<file path="src/plist_pkg.sv">
// Shared codes, field widths and the result record of the positional list engine.
package plist_pkg;

    localparam int REQ_TYPE_W = 3;
    localparam int POSITION_W = 8;
    localparam int VALUE_W    = 32;
    localparam int STATUS_W   = 2;
    localparam int LENGTH_W   = 9;

    localparam logic [REQ_TYPE_W-1:0] OP_INSERT = 3'd0;
    localparam logic [REQ_TYPE_W-1:0] OP_REMOVE = 3'd1;
    localparam logic [REQ_TYPE_W-1:0] OP_GET    = 3'd2;
    localparam logic [REQ_TYPE_W-1:0] OP_UPDATE = 3'd3;
    localparam logic [REQ_TYPE_W-1:0] OP_FIND   = 3'd4;

    localparam logic [STATUS_W-1:0] ST_OK      = 2'd0;
    localparam logic [STATUS_W-1:0] ST_RANGE   = 2'd1;
    localparam logic [STATUS_W-1:0] ST_FULL    = 2'd2;
    localparam logic [STATUS_W-1:0] ST_MISSING = 2'd3;

    typedef struct packed {
        logic [STATUS_W-1:0]       status;
        logic signed [VALUE_W-1:0] read_value;
        logic [POSITION_W-1:0]     found_position;
        logic [LENGTH_W-1:0]       list_length;
    } plist_result_t;

endpackage

</file>
<file path="src/plist_if.sv">
// Request and response channel interfaces of the positional list engine.
interface plist_req_if
    import plist_pkg::*;
();
    logic                      valid;
    logic                      ready;
    logic [REQ_TYPE_W-1:0]     req_type;
    logic [POSITION_W-1:0]     position;
    logic signed [VALUE_W-1:0] value;

    modport source (output valid, req_type, position, value, input ready);
    modport sink   (input valid, req_type, position, value, output ready);
endinterface

interface plist_rsp_if
    import plist_pkg::*;
();
    logic                      valid;
    logic                      ready;
    logic [STATUS_W-1:0]       status;
    logic signed [VALUE_W-1:0] read_value;
    logic [POSITION_W-1:0]     found_position;
    logic [LENGTH_W-1:0]       list_length;

    modport source (output valid, status, read_value, found_position, list_length,
                    input ready);
    modport sink   (input valid, status, read_value, found_position, list_length,
                    output ready);
endinterface

</file>
<file path="src/plist_ram.sv">
// Entry store: one write port, one read port with registered read data.
module plist_ram #(
    parameter int DEPTH = 16,
    parameter int WIDTH = 32
) (
    input  logic                     clk,
    input  logic                     we,
    input  logic [$clog2(DEPTH)-1:0] waddr,
    input  logic [WIDTH-1:0]         wdata,
    input  logic [$clog2(DEPTH)-1:0] raddr,
    output logic [WIDTH-1:0]         rdata
);

    logic [WIDTH-1:0] mem [DEPTH];
    logic [WIDTH-1:0] rdata_reg;

    always_ff @(posedge clk)
    begin
        if (we)
        begin
            mem[waddr] <= wdata;
        end
    end

    always_ff @(posedge clk)
    begin
        rdata_reg <= mem[raddr];
    end

    assign rdata = rdata_reg;

endmodule

</file>
<file path="src/positional_list_engine.sv">
// Positional list engine: ordered list of words kept in one single-port-read RAM.
// Insert moves the entries from the position to the tail up by one, tail first, then writes
// the word; remove moves the entries above the position down by one; find reads from entry 0
// upward and stops at the first match. Update writes in place and get reads the one entry.
// Throughput: one request at a time; the next is taken once the result is staged,
// bounded by the one-entry-per-cycle RAM read port used for shifting and searching.
// Reset: asynchronous, clears the length and all control; list contents stay undefined.
module positional_list_engine
    import plist_pkg::*;
#(
    parameter int CAPACITY   = 16,
    parameter int DATA_WIDTH = 32
) (
    input  logic        clk,
    input  logic        rst_n,
    plist_req_if.sink   req,
    plist_rsp_if.source rsp
);

    localparam int AW = $clog2(CAPACITY);
    localparam int CW = $clog2(CAPACITY + 1);
    localparam int MW = (DATA_WIDTH < VALUE_W) ? DATA_WIDTH : VALUE_W;

    localparam logic [2:0] S_IDLE = 3'd0;
    localparam logic [2:0] S_INS  = 3'd1;
    localparam logic [2:0] S_REM  = 3'd2;
    localparam logic [2:0] S_GETW = 3'd3;
    localparam logic [2:0] S_FIND = 3'd4;
    localparam logic [2:0] S_DONE = 3'd5;

    function automatic logic [DATA_WIDTH-1:0] to_word(input logic [VALUE_W-1:0] v);
        logic [DATA_WIDTH-1:0] w;
        w = '0;
        for (int i = 0; i < MW; i++)
        begin
            w[i] = v[i];
        end
        return w;
    endfunction

    function automatic logic [VALUE_W-1:0] to_field(input logic [DATA_WIDTH-1:0] w);
        logic [VALUE_W-1:0] v;
        v = '0;
        for (int i = 0; i < MW; i++)
        begin
            v[i] = w[i];
        end
        return v;
    endfunction

    logic [2:0]            state_reg, state_next;
    logic [CW-1:0]         count_reg, count_next;
    logic [CW-1:0]         cursor_reg, cursor_next;
    logic                  pend_reg, pend_next;
    logic [AW-1:0]         wr_addr_reg, wr_addr_next;
    logic [AW-1:0]         pos_reg, pos_next;
    logic [DATA_WIDTH-1:0] val_reg, val_next;
    plist_result_t         res_reg, res_next;
    plist_result_t         out_reg, out_next;
    logic                  out_valid_reg, out_valid_next;

    logic                  ram_we;
    logic [AW-1:0]         ram_waddr;
    logic [DATA_WIDTH-1:0] ram_wdata;
    logic [AW-1:0]         ram_raddr;
    logic [DATA_WIDTH-1:0] ram_rdata;

    logic [LENGTH_W-1:0]   req_pos_ext;
    logic [LENGTH_W-1:0]   count_ext;

    plist_ram #(
        .DEPTH (CAPACITY),
        .WIDTH (DATA_WIDTH)
    ) u_ram (
        .clk   (clk),
        .we    (ram_we),
        .waddr (ram_waddr),
        .wdata (ram_wdata),
        .raddr (ram_raddr),
        .rdata (ram_rdata)
    );

    assign req_pos_ext = LENGTH_W'(req.position);
    assign count_ext   = LENGTH_W'(count_reg);
    assign req.ready   = (state_reg == S_IDLE);

    // Shifts read one side of the cursor and write the other, and a request is
    // taken only after the previous one finished writing, so no forwarding is needed.
    always_comb
    begin
        state_next     = state_reg;
        count_next     = count_reg;
        cursor_next    = cursor_reg;
        pend_next      = pend_reg;
        wr_addr_next   = wr_addr_reg;
        pos_next       = pos_reg;
        val_next       = val_reg;
        res_next       = res_reg;
        out_next       = out_reg;
        out_valid_next = out_valid_reg;
        ram_we         = 1'b0;
        ram_waddr      = '0;
        ram_wdata      = '0;
        ram_raddr      = '0;

        if (out_valid_reg && rsp.ready)
        begin
            out_valid_next = 1'b0;
        end

        unique case (state_reg)
            S_IDLE:
            begin
                if (req.valid)
                begin
                    pos_next   = AW'(req.position);
                    val_next   = to_word(req.value);
                    res_next   = '0;
                    pend_next  = 1'b0;
                    state_next = S_DONE;
                    unique case (req.req_type)
                        OP_INSERT:
                        begin
                            if (req_pos_ext > count_ext)
                            begin
                                res_next.status = ST_RANGE;
                            end
                            else if (count_reg == CW'(CAPACITY))
                            begin
                                res_next.status = ST_FULL;
                            end
                            else
                            begin
                                cursor_next = count_reg;
                                state_next  = S_INS;
                            end
                        end
                        OP_REMOVE, OP_GET, OP_UPDATE:
                        begin
                            if (req_pos_ext >= count_ext)
                            begin
                                res_next.status = ST_RANGE;
                            end
                            else if (req.req_type == OP_REMOVE)
                            begin
                                cursor_next = CW'(req.position);
                                state_next  = S_REM;
                            end
                            else if (req.req_type == OP_GET)
                            begin
                                ram_raddr  = AW'(req.position);
                                state_next = S_GETW;
                            end
                            else
                            begin
                                ram_we    = 1'b1;
                                ram_waddr = AW'(req.position);
                                ram_wdata = to_word(req.value);
                            end
                        end
                        OP_FIND:
                        begin
                            cursor_next = '0;
                            state_next  = S_FIND;
                        end
                        default:
                        begin
                            res_next.status = ST_OK;
                        end
                    endcase
                end
            end

            S_INS:
            begin
                if (pend_reg)
                begin
                    ram_we    = 1'b1;
                    ram_waddr = wr_addr_reg;
                    ram_wdata = ram_rdata;
                end
                if (cursor_reg > CW'(pos_reg))
                begin
                    // move entry cursor-1 up to cursor
                    ram_raddr    = AW'(cursor_reg - 1'b1);
                    wr_addr_next = cursor_reg[AW-1:0];
                    pend_next    = 1'b1;
                    cursor_next  = cursor_reg - 1'b1;
                end
                else if (!pend_reg)
                begin
                    ram_we     = 1'b1;
                    ram_waddr  = pos_reg;
                    ram_wdata  = val_reg;
                    count_next = count_reg + 1'b1;
                    state_next = S_DONE;
                end
                else
                begin
                    pend_next = 1'b0;
                end
            end

            S_REM:
            begin
                if (pend_reg)
                begin
                    ram_we    = 1'b1;
                    ram_waddr = wr_addr_reg;
                    ram_wdata = ram_rdata;
                end
                if ((CW+1)'(cursor_reg) + (CW+1)'(1) < (CW+1)'(count_reg))
                begin
                    // move entry cursor+1 down to cursor
                    ram_raddr    = AW'(cursor_reg + 1'b1);
                    wr_addr_next = cursor_reg[AW-1:0];
                    pend_next    = 1'b1;
                    cursor_next  = cursor_reg + 1'b1;
                end
                else if (!pend_reg)
                begin
                    count_next = count_reg - 1'b1;
                    state_next = S_DONE;
                end
                else
                begin
                    pend_next = 1'b0;
                end
            end

            S_GETW:
            begin
                res_next.read_value = to_field(ram_rdata);
                state_next          = S_DONE;
            end

            S_FIND:
            begin
                if (pend_reg && (ram_rdata == val_reg))
                begin
                    res_next.status         = ST_OK;
                    res_next.read_value     = to_field(ram_rdata);
                    res_next.found_position = POSITION_W'(wr_addr_reg);
                    pend_next               = 1'b0;
                    state_next              = S_DONE;
                end
                else if (cursor_reg < count_reg)
                begin
                    // issue the next read, compare it in the following cycle
                    ram_raddr    = cursor_reg[AW-1:0];
                    wr_addr_next = cursor_reg[AW-1:0];
                    pend_next    = 1'b1;
                    cursor_next  = cursor_reg + 1'b1;
                end
                else
                begin
                    res_next.status = ST_MISSING;
                    pend_next       = 1'b0;
                    state_next      = S_DONE;
                end
            end

            S_DONE:
            begin
                if (!out_valid_reg || rsp.ready)
                begin
                    out_next             = res_reg;
                    out_next.list_length = count_ext;
                    out_valid_next       = 1'b1;
                    state_next           = S_IDLE;
                end
            end

            default:
            begin
                state_next = S_IDLE;
            end
        endcase
    end

    always_ff @(posedge clk or negedge rst_n)
    begin
        if (!rst_n)
        begin
            state_reg     <= S_IDLE;
            count_reg     <= '0;
            cursor_reg    <= '0;
            pend_reg      <= 1'b0;
            out_valid_reg <= 1'b0;
        end
        else
        begin
            state_reg     <= state_next;
            count_reg     <= count_next;
            cursor_reg    <= cursor_next;
            pend_reg      <= pend_next;
            out_valid_reg <= out_valid_next;
        end
    end

    always_ff @(posedge clk)
    begin
        wr_addr_reg <= wr_addr_next;
        pos_reg     <= pos_next;
        val_reg     <= val_next;
        res_reg     <= res_next;
        out_reg     <= out_next;
    end

    assign rsp.valid          = out_valid_reg;
    assign rsp.status         = out_reg.status;
    assign rsp.read_value     = out_reg.read_value;
    assign rsp.found_position = out_reg.found_position;
    assign rsp.list_length    = out_reg.list_length;

`ifndef NO_ASSERTIONS
    a_count_bound: assert property (@(posedge clk) disable iff (!rst_n)
        count_reg <= CW'(CAPACITY))
        else $error("list length above capacity");

    a_count_step: assert property (@(posedge clk) disable iff (!rst_n)
        (count_reg != $past(count_reg)) |->
            (count_reg == $past(count_reg) + 1'b1 || count_reg + 1'b1 == $past(count_reg)))
        else $error("list length moved by more than one");

    a_one_at_a_time: assert property (@(posedge clk) disable iff (!rst_n)
        (req.valid && req.ready) |=> !req.ready)
        else $error("request taken while another is in progress");

    a_full_length: assert property (@(posedge clk) disable iff (!rst_n)
        (rsp.valid && rsp.status == ST_FULL) |-> (rsp.list_length == LENGTH_W'(CAPACITY)))
        else $error("full status reported on a list that is not full");

    a_result_has_slot: assert property (@(posedge clk) disable iff (!rst_n)
        (state_reg == S_DONE && out_valid_reg && !rsp.ready) |=> (state_reg == S_DONE))
        else $error("result left while output register still occupied");
`endif

endmodule
</file>
<file path="src/flat_wrapper.sv">
// flat-port wrapper written by rule: the top's interface ports become plain ports
module positional_list_engine_flat import plist_pkg::*;
#(
    parameter int CAPACITY   = 16,
    parameter int DATA_WIDTH = 32
)
  (clk, rst_n, req_valid, req_req_type, req_position, req_value, req_ready, rsp_valid, rsp_status, rsp_read_value, rsp_found_position, rsp_list_length, rsp_ready);
  plist_req_if req_i ();
  plist_rsp_if rsp_i ();
  input  logic clk;
  input  logic rst_n;
  input wire logic [$bits(req_i.valid)-1:0] req_valid;
  input wire logic [$bits(req_i.req_type)-1:0] req_req_type;
  input wire logic [$bits(req_i.position)-1:0] req_position;
  input wire logic [$bits(req_i.value)-1:0] req_value;
  output wire logic [$bits(req_i.ready)-1:0] req_ready;
  output wire logic [$bits(rsp_i.valid)-1:0] rsp_valid;
  output wire logic [$bits(rsp_i.status)-1:0] rsp_status;
  output wire logic [$bits(rsp_i.read_value)-1:0] rsp_read_value;
  output wire logic [$bits(rsp_i.found_position)-1:0] rsp_found_position;
  output wire logic [$bits(rsp_i.list_length)-1:0] rsp_list_length;
  input wire logic [$bits(rsp_i.ready)-1:0] rsp_ready;
  assign req_i.valid = req_valid;
  assign req_i.req_type = req_req_type;
  assign req_i.position = req_position;
  assign req_i.value = req_value;
  assign req_ready = req_i.ready;
  assign rsp_valid = rsp_i.valid;
  assign rsp_status = rsp_i.status;
  assign rsp_read_value = rsp_i.read_value;
  assign rsp_found_position = rsp_i.found_position;
  assign rsp_list_length = rsp_i.list_length;
  assign rsp_i.ready = rsp_ready;
  positional_list_engine #(.CAPACITY(CAPACITY), .DATA_WIDTH(DATA_WIDTH)) u_core (.clk(clk), .rst_n(rst_n), .req(req_i), .rsp(rsp_i));
endmodule
</file>
<file path="config.mk">
export PLATFORM = sky130hd
export DESIGN_NAME = positional_list_engine_flat
export DESIGN_NICKNAME = d
export VERILOG_FILES = /design/src/plist_pkg.sv /design/src/plist_if.sv /design/src/plist_ram.sv /design/src/positional_list_engine.sv /design/src/flat_wrapper.sv
export SDC_FILE = /design/constraint.sdc
export NUM_CORES = 1
export LEC_CHECK = 0
export ABC_AREA = 1
export ABC_CLOCK_PERIOD_IN_PS = 5450
export BUFFER_PORTS_ARGS = -buffer_cell sky130_fd_sc_hd__buf_4
export CAP_MARGIN = 20
export CORE_ASPECT_RATIO = 0.75
export CORE_MARGIN = 3
export CORE_UTILIZATION = 45
export CTS_CLUSTER_SIZE = 40
export DETAILED_ROUTE_END_ITERATION = 8
export MAX_ROUTING_LAYER = met4
export SYNTH_ARGS = -nofsm -noshare
export SYNTH_HDL_FRONTEND = slang
export SYNTH_HIERARCHICAL = 1
export SYNTH_SLANG_ARGS = --single-unit
</file>
<file path="constraint.sdc">
create_clock -name clk -period 5.45 [get_ports clk]
set_clock_uncertainty 0.15 [all_clocks]
set_input_delay 1.09 -clock clk [delete_from_list [all_inputs] [get_ports clk]]
set_output_delay 1.09 -clock clk [all_outputs]
set_load 0.05 [all_outputs]
</file>
# Word level (Yosys, flattened, before mapping)
# Memories as Yosys holds them, arrays and structs flattened. A register that Yosys moved wholly into a read port is not among the register bits.
# Index checks and enable logic that the tools add are counted.
# totals
ff_bits	144
ramBits	512
mem_count	1
# memory_table
memory	depth	width	read_ports	rd_clocked_by_memory_dff	wr	line_no	text
u_core.u_ram.mem	16	32	1	1	1	plist_ram.sv:14	logic [WIDTH-1:0] mem [DEPTH];
# op_classes
addsub	5
magnitude_cmp	5
n_eq_ne	28
mux	94
n_reduce_logical	22
# op_table
op	count
two-way mux 32 bit	8
case mux 32 bit (3 select lines)	2
two-way mux 4 bit	21
two-way mux 5 bit	13
two-way mux 51 bit	1
two-way mux 40 bit	1
two-way mux 3 bit	12
equality test 32 bit	1
case mux 4 bit (3 select lines)	2
case mux 5 bit (4 select lines)	1
two-way mux 1 bit	19
case mux 3 bit (6 select lines)	1
case mux 4 bit (4 select lines)	1
case mux 8 bit (2 select lines)	1
case mux 5 bit (3 select lines)	1
AND reduction 5 bit	3
equality test 3 x 2 -> 1 bit, second input constant	4
inequality test 2 bit, second input constant	6
AND reduction 11 bit	1
adder 5 x 1 -> 5 bit, second input constant	2
inequality test 2 x 1 -> 1 bit, second input constant	5
case mux 5 bit (2 select lines)	1
subtractor 5 x 1 -> 5 bit, second input constant	2
equality test 3 bit, second input constant	3
other kinds (26)	42

# Logic depth before layout (Yosys ltp)
# Gate-level depths: netlist of run 1.
# depth
word_depth	9
depth_mapped	23
depth_no_buf	19

# Modules after synthesis
# Netlist of run 1, hierarchy kept.
# modules_own_cells
mod	n_inst	cells_each	area_per_inst_um2	seq_area_each_um2
plist_ram	1	2121	22738.1	16015.4
positional_list_engine	1	729	7189.4	4008.8

# Least setup slack after synthesis of run 1
# No wires, ideal clock.
# synth_path
path_type	input to register
from	input req_position[3]
to	memory u_core.u_ram.mem[11][0] (enable)
setup_time_ns	0.421
arrival_time_ns	3.938
t_required_ns	4.879
path_slack_ns	0.941
cell_stages	13
n_path_buf	1
path_cell_list	ha_1 -> nand2_1 -> inv_1 -> nand2_1 -> nand2_1 -> nand2_1 -> nand3_1 -> nor2_4 -> nand3_4 -> buf_6 -> o221ai_2 -> nand3_1 -> nor2_1
# synth_rtl
item	line_no	text
from (decl)	flat_wrapper.sv:14	input wire logic [$bits(req_i.position)-1:0] req_position;
>= comparator 8 x 5 -> 1 bit	positional_list_engine.sv:140	if (req_pos_ext >= count_ext)
two-way mux 4 bit	positional_list_engine.sv:140	
two-way mux 4 bit	positional_list_engine.sv:121	unique case (req.req_type)
two-way mux 4 bit	positional_list_engine.sv:114	if (req.valid)
case mux 4 bit (3 select lines)	positional_list_engine.sv:111	unique case (state_reg)
net u_core.ram_waddr[0]	positional_list_engine.sv:63	logic [AW-1:0] ram_waddr;
to (decl)	plist_ram.sv:14	
# The timed path passes the listed nets, and every way through them passes these cells.

# Final worst setup path of run 1
# layout_path
from	register u_core.u_ram.rdata_reg[15] (netlist: u_core/u_ram/rdata[15]) (read register of u_core.u_ram.mem)
to	register u_core.u_ram.rdata_reg[2] (netlist: u_core/u_ram/rdata[2]) (read register of u_core.u_ram.mem)
# layout_via
elab_chain_len	4
# layout_lines
item	line_no	text
from (decl)	plist_ram.sv:15	logic [WIDTH-1:0] rdata_reg;
equality test 32 bit	positional_list_engine.sv:239	if (pend_reg && (ram_rdata == val_reg))
logical AND 1 bit	positional_list_engine.sv:239	
two-way mux 4 bit	positional_list_engine.sv:239	
case mux 4 bit (4 select lines)	positional_list_engine.sv:111	
net u_core.ram_raddr[0]	positional_list_engine.sv:65	logic [AW-1:0] ram_raddr;
# The timed path passes the listed nets, and every way through them passes these cells.
# A chain may end at the register's enable or synchronous reset.

==> metrics.md, run 1 <==
| Metric | Value |
|---|---|
| Commonest non-fill, non-tap cell in the layout | `nand2_1` |
| Number of fill cells | `about 5800` |
| Status | `complete, no violations` |
| Met1 track demand over resource | `between 30% and 40%` |
| Commonest cells after routing, fill and taps aside | `nand2_1 (825), edfxtp_1 (633), inv_1 (505)` |
| P per Cell Area | `560.1 nW/um^2` |
| IO buf count | `a little over 90` |
| Post-Route WL | `78480 um` |
| Max FO, Critical Path | `around 130` |
| Largest net degree at the start of global routing | `about 130` |
| Worst Tran Pin Value | `1.197 ns` |
| Total setup buffers inserted after CTS | `0` |
| CTS sink cnt | `680` |
| Die area | `around 70000 sq um` |
| CP Class | `register to register` |
| Avg WL per Cell | `20.22 um` |
| CTS tree | `built` |
| Clk slew on worst S/H paths | `~0.06 ns` |
| Tmin final | `4.532 ns` |
| Post-CTS Resized | `0` |
| IO Pins | `100` |
| Cell Count Post-Placement | `3760` |
| Area taken by multi-input logic gates | `about 7200 sq um` |
| Drt initial violations | `between 1500 and 2000` |
| Mapped cell area | `29930 sq um` |
| Vias | `just over 20000` |
| NetSw | `7.369 mW` |
| Antenna-violating nets left | `0` |
| Sw Ratio | `38.74%` |
| Setup TNS | `0 ns` |
| Max reg flops | `around 510` |
| Gpl congestion | `0.9409` |
| GR Util met2 | `36.13%` |
| Final slew viol count | `0` |
| Synth top area cells | `edfxtp_1 (64%), nand2_1 (10%), nand3_1 (7.0%)` |
| Storage element area | `20020 sq um` |
| Chip width | `303.8 um` |
| Critical-path cell list | `o21ai_0, inv_1, nand4_1, nor2_1, nand2_1, nand3_1, o211ai_1, inv_6, buf_12, nand2_1, nand2_1, nand2_1, nand3_1, nand3_1, nand2_1` |
| Dpl hpwl | `47690 um` |
| Skew-Pair Late Insertion Delay | `0.61 ns` |
| Final net count | `3029` |
| Slowest CP cell | `o21ai_0` |
| Clock Path Buffers | `3` |
| CP Capture Type | `register` |
| First-pass GRT wire length | `119700 um` |
| Die Ht | `229.3 um` |
| Met3 usage | `3.726%` |
| GRT busiest layer | `met2` |
| Async set or reset register ratio after synthesis | `2.206%` |
| CTS Hold Bufs | `0` |
| Max stage delay on crit path | `0.95 ns` |
| Netlist cell types | `47` |
| Number of synthesized flops with an enable pin | `633` |
| Unrepaired setup endpoints after global routing | `no` |
| Syn avg cell area | `10.50 sq um` |
| Layout cells sized above 1 | `10.46%` |
| Core ar. | `65470 sq um` |
| CTS root buffer | `clkbuf_16` |
| Yosys warns | `6` |
| Cell taking the most area after synthesis | `edfxtp_1` |
| GRT Overall Usage | `23.24%` |
| Relative slew slack | `19.33%` |
| Critical path's top delay family | `compound AO/OA/AOI/OAI gates` |
| Int Power | `around 12 mW` |
| FMAX | `220.6 MHz` |
| Req. time, crit path | `between 5 and 6 ns` |
| Post-Layout Cell Count | `slightly below 4000` |
| Total of max-cap violations | `0` |
| Gr ovfl total | `0` |
| Layout Area Growth over Synthesis | `13.49%` |
| H-tree depth | `3` |
| Final hold vios | `0` |
| Post-synthesis sequential area ratio | `66.91%` |
| # rows | `81` |
| Most frequent CP cell | `nand2_1` |
| Vias in the first global route | `19600` |
| Vias per cell | `5.180` |
| Critical path buffers and inverters | `3` |
| Final Cycle Share | `between 80% and 90%` |
| Total iterations of the first detailed-routing run | `8` |
| Hold Path Class | `input port to asynchronous set/reset pin` |
| Synth Instances | `2850` |
| Seq pwr share | `40.0%` |
| Worst VDD drop | `~0.00037 V` |
| Gate power share | `between 30% and 40%` |
| Clock share of power | `about a quarter` |
| Pleak | `14.41 nW` |
| N_diodes | `0` |
| Arr. time, crit path | `4.86 ns` |
| Initial core utilization | `45.71%` |
| Worst setup SP type | `register` |
| Number of buffers created by CTS | `67` |
| Final setup violation count | `0` |
| Post-synthesis register bit count | `680` |
| Dominant synthesized flop cell | `edfxtp_1` |
| Top-area cell type share of the netlist area | `63.51%` |
| DRC viols | `0` |
| Initial antenna violation count | `0` |
[worst paths after layout]
path	to	slack, ns	cells after the start	startpoint
worst max-delay path	u_core/u_ram/rdata[2]$_DFF_P_	0.92	15	u_core/u_ram/rdata[15]$_DFF_P_
min in group clk	u_core/rsp.read_value[20]$_DFFE_PP_	0.27	0	u_core/res_reg[37]$_SDFFCE_PN0P_
max in group asynchronous	u_core/count_reg[4]$_DFFE_PN0P_	4.72	1	rst_n
worst min register to register	u_core/rsp.read_value[20]$_DFFE_PP_	0.27	0	u_core/res_reg[37]$_SDFFCE_PN0P_
worst max register to register	u_core/u_ram/rdata[2]$_DFF_P_	0.92	15	u_core/u_ram/rdata[15]$_DFF_P_
worst min-delay path	u_core/rsp.valid$_DFF_PN0_	0.21	1	rst_n
[layer usage]
| metal | wire [um] | vias to the layer above |
|---|---|---|
| met4 | 1974 | 0 |
| met3 | 4693 | 126 |
| met5 | 0 | - |
| met1 | 35560 | 9828 |
| met2 | 36250 | 611 |
| li1 | - | 9542 |
[power by group through the flow]
| stage | clock, mW | sequential, mW | combinational [mW] |
|---|---|---|---|
| 2_1_floorplan | 0 | 7.89 | 4.53 |
| 3_3_place_gp | 0 | 7.70 | 6.79 |
| 3_5_place_dp | 0 | 7.72 | 6.91 |
| 4_1_cts | 4.58 | 7.62 | 6.94 |
| 5_1_grt | 4.80 | 7.67 | 7.70 |
| 6_report | 4.47 | 7.60 | 6.95 |
[final cells by class]
class | instances | share of cell area [%]
Timing Repair Buffer | 164 | 4.531
Inverter | 520 | 5.769
Multi-Input combinational cell | 1526 | 21.34
Clock inverter | 21 | 0.5342
Sequential cell | 680 | 58.96
Clock buffer | 100 | 5.662
Tap cell | 871 | 3.209
[cells in the mapped netlist (9+ instances only)]
| cell type | count |
|---|---|
| buf_1 | 12 |
| ha_1 | 22 |
| xor2_1 | 9 |
| dfxtp_1 | 32 |
| xnor2_1 | 11 |
| nand3_1 | 421 |
| o221ai_2 | 9 |
| nor2_1 | 91 |
| inv_2 | 12 |
| a21oi_1 | 11 |
| buf_2 | 51 |
| o221ai_1 | 27 |
| clkbuf_1 | 19 |
| buf_6 | 33 |
| buf_4 | 15 |
| dfrtp_1 | 15 |
| nand4_1 | 29 |
| edfxtp_1 | 633 |
| inv_1 | 506 |
| nand2_1 | 825 |
[metrics by stage]
step	setup WS [ns]	area (sq um)	util (%)	hold slack [ns]	power, mW
2_1_floorplan	0.9409	29950	-	0.2503	12.42
3_3_place_gp	0.9835	31820	48.60	0.2505	14.50
3_5_place_dp	0.9322	31850	48.65	0.2554	14.63
4_1_cts	1.023	33960	51.87	0.1810	19.13
5_1_grt	0.6317	33960	51.88	0.1937	20.17
6_report	0.9177	33960	51.88	0.2061	19.02
[logic make-up after synthesis]
| family | Yosys count | share of synthesized area, % |
|---|---|---|
| XOR/XNOR | 20 | 0.5853 |
| AO/OA/AOI/OAI | 83 | 2.216 |
| flip-flops | 680 | 66.91 |
| AND/OR/NAND/NOR | 1392 | 19.83 |
| other | 1 | 0.01253 |
| buffers and inverters | 651 | 9.457 |
| adder cells (fa/ha/maj) | 23 | 0.9867 |
No activity file was read; power rests on OpenSTA's default activity.
==> run 2, diff against run 1 <==
--- a/config.mk
+++ b/config.mk
@@ -6,7 +6,7 @@
 export NUM_CORES = 1
 export LEC_CHECK = 0
 export ABC_AREA = 1
-export ABC_CLOCK_PERIOD_IN_PS = 5450
+export ABC_CLOCK_PERIOD_IN_PS = 4400
 export BUFFER_PORTS_ARGS = -buffer_cell sky130_fd_sc_hd__buf_4
 export CAP_MARGIN = 20
 export CORE_ASPECT_RATIO = 0.75
==> constraint.sdc (replaced) <==
create_clock -name clk -period 4.4 [get_ports clk]
set_clock_uncertainty 0.15 [all_clocks]
set_input_delay 0.88 -clock clk [delete_from_list [all_inputs] [get_ports clk]]
set_output_delay 0.88 -clock clk [all_outputs]
set_load 0.05 [all_outputs]
==> run 2 against run 1 <==
Compared with the run above: non-clock buffer count up 22; cell area up 0.99%; global-route usage up 0.27 points; via count up 0.66%; total power up 27%; worst hold slack better by 0.063 ns; wire length up 1.6%; worst setup slack worse by 0.44 ns; count of clock-buffer cells in the layout down 3; first-iteration DRC count up 1.4%; critical path type unchanged; critical endpoint is now u_core/u_ram/rdata[17]$_DFF_P_; largest power group unchanged; highest routed layer unchanged.
==> metrics.md, run 2 (synthesized netlist as in run 1, its figures left out) <==
| Metric | Value |
|---|---|
| Total setup buffers inserted after CTS | `0` |
| IO buf count | `91` |
| Final net count | `3051` |
| Setup TNS | `0 ns` |
| Vias in the first global route | `19440` |
| Number of buffers created by CTS | `67` |
| Post-CTS Resized | `0` |
| Layout cells sized above 1 | `around 11%` |
| Vias | `approximately 20000` |
| Unrepaired setup endpoints after global routing | `no` |
| Drt initial violations | `between 1500 and 2000` |
| CTS tree | `built` |
| Post-Layout Cell Count | `3907` |
| Dpl hpwl | `48080 um` |
| CP Capture Type | `register` |
| Chip width | `roughly 300 um` |
| Max stage delay on crit path | `around 0.58 ns` |
| First-pass GRT wire length | `120800 um` |
| Arr. time, crit path | `4.29 ns` |
| Vias per cell | `5.180` |
| Status | `complete, no violations` |
| Commonest non-fill, non-tap cell in the layout | `nand2_1` |
| CP Class | `register to register` |
| Hold Crit Start | `u_core/res_reg[41]$_SDFFCE_PN0P_` |
| Critical-path cell list | `nand2_1, nor2_1, xor2_1, inv_1, ha_1, a21oi_1, nand3b_1, nand4_1, nor2_1, a31oi_1, o211ai_1, buf_12, nand3_1, nand3_1, nand3_1, nand2_1` |
| Pre-CTS setup slack | `0.2279 ns` |
| Die area | `69670 sq um` |
| CTS sink cnt | `approximately 700` |
| Commonest cells after routing, fill and taps aside | `nand2_1 (825), edfxtp_1 (633), inv_1 (505)` |
| Worst VDD drop | `around 0.00064 V` |
| Critical path buffers and inverters | `2` |
| Core ar. | `65470 sq um` |
| Clock Path Buffers | `3` |
| Final Cycle Share | `89.19%` |
| Post-Route WL | `about 80000 um` |
| Initial antenna violation count | `0` |
| Fin util | `a little over half` |
| Gpl congestion | `0.8946` |
| Pleak | `approximately 15 nW` |
| R2R setup slack | `roughly 0.48 ns` |
| Hold WS | `0.2686 ns` |
| # rows | `81` |
| Crit Reg-Reg Startpoint | `u_core/cursor_reg[1]$_DFFE_PN0P_` |
| Hold Path Class | `register to register` |
| Slowest CP cell | `buf_12` |
| Gr ovfl total | `0` |
| Final setup violation count | `0` |
| Initial core utilization | `45.71%` |
| Final slew viol count | `0` |
| Most frequent CP cell | `nand3_1` |
| IO Pins | `100` |
| Tmin final | `around 3.9 ns` |
| Total of max-cap violations | `0` |
| FMAX | `254.8 MHz` |
| Largest net degree at the start of global routing | `129` |
| Max FO, Critical Path | `128` |
| Clk slew on worst S/H paths | `0.06 ns` |
| Antenna-violating nets left | `0` |
| Final hold vios | `0` |
| Relative slew slack | `between 20% and 30%` |
| Req. time, crit path | `approximately 4.8 ns` |
| DRC viols | `0` |
| N_diodes | `0` |
| Final setup margin | `0.4757 ns` |
| Skew-Pair Late Insertion Delay | `0.61 ns` |
| Critical path's top delay family | `simple AND/OR/NAND/NOR gates` |
| CTS root buffer | `clkbuf_16` |
| Layout Area Growth over Synthesis | `14.62%` |
| Crit. Startpoint | `u_core/cursor_reg[1]$_DFFE_PN0P_` |
| H-tree depth | `3` |
| Number of fill cells | `5701` |
| Max reg flops | `512` |
| P per Cell Area | `707.0 nW/um^2` |
| Worst setup SP type | `register` |
| Total iterations of the first detailed-routing run | `5` |
| Avg WL per Cell | `20.40 um` |
| Die Ht | `229.3 um` |
| Cell Count Post-Placement | `approximately 3800` |
| GRT Overall Usage | `23.52%` |
| Worst Tran Pin Value | `1.062 ns` |
## run 2: cell types whose count changed in the layout (fill, tap and decap cells not counted), moves of 2 or more
cell       change
buf_4         +16
buf_12         +6
clkbuf_8       -2
o221ai_2       -2
bufinv_16      +5
o221ai_1       +2
## run 2: repair_timing
item | CTS | global route
endpoints found under the hold margin | 15 | 0
endpoints found under the setup margin | 0 | 0
hold buffers | 1 | 0
## run 2: metal layers
metal  track usage, %  wire length, um  vias up
met4            5.738             1649        0
met3            3.984             5230      111
met2            34.63            35140      639
met1            34.15            37680     9905
met5                -                0        -
li1                 -                -     9584
## run 2: area by class of cell
type                            count  area (sq um)  share of cell area, %
Sequential cell                   680         20020                  58.38
Multi-Input combinational cell   1526          7234                  21.09
Tap cell                          871          1090                  3.177
Clock buffer                       97          1892                  5.515
Inverter                          520          1959                  5.712
Timing Repair Buffer              186          1762                  5.136
Clock inverter                     27         340.3                 0.9922
## run 2: worst paths after layout
kind,end,depth (start not counted)
worst max-delay path,u_core/u_ram/rdata[17]$_DFF_P_,16
worst min-delay path,u_core/rsp.read_value[24]$_DFFE_PP_,0
worst max register to register,u_core/u_ram/rdata[17]$_DFF_P_,16
worst min register to register,u_core/rsp.read_value[24]$_DFFE_PP_,0
max in group asynchronous,u_core/count_reg[0]$_DFFE_PN0P_,2
min in group asynchronous,u_core/rsp.valid$_DFF_PN0_,2
## run 2: power by group
part | switching, mW | total (mW) | leakage, nW | internal [mW]
Combinational | 6.41 | 9.04 | 7.14 | 2.63
Clock | 2.43 | 5.85 | 1.09 | 3.42
Sequential | 0.489 | 9.36 | 6.37 | 8.87
Total | 9.33 | 24.3 | 14.6 | 14.9
## run 2: per-stage QoR
stage	total power [mW]	instance area (sq um)
final	24.25	34300
after global routing	25.61	34300
after CTS	24.37	34290
after detailed placement	18.49	32050
after global placement	18.37	32040
after floorplan	15.39	29950
## run 2: worst reg2reg max path: cells and delay by family, from the launching register on
kind | cells | cell delay, ns
flops | 1 | 0.54
fa+ha+maj | 1 | 0.30
buf+inv | 2 | 0.69
xor+xnor | 1 | 0.15
simple gates | 9 | 1.57
compound gates | 3 | 0.46
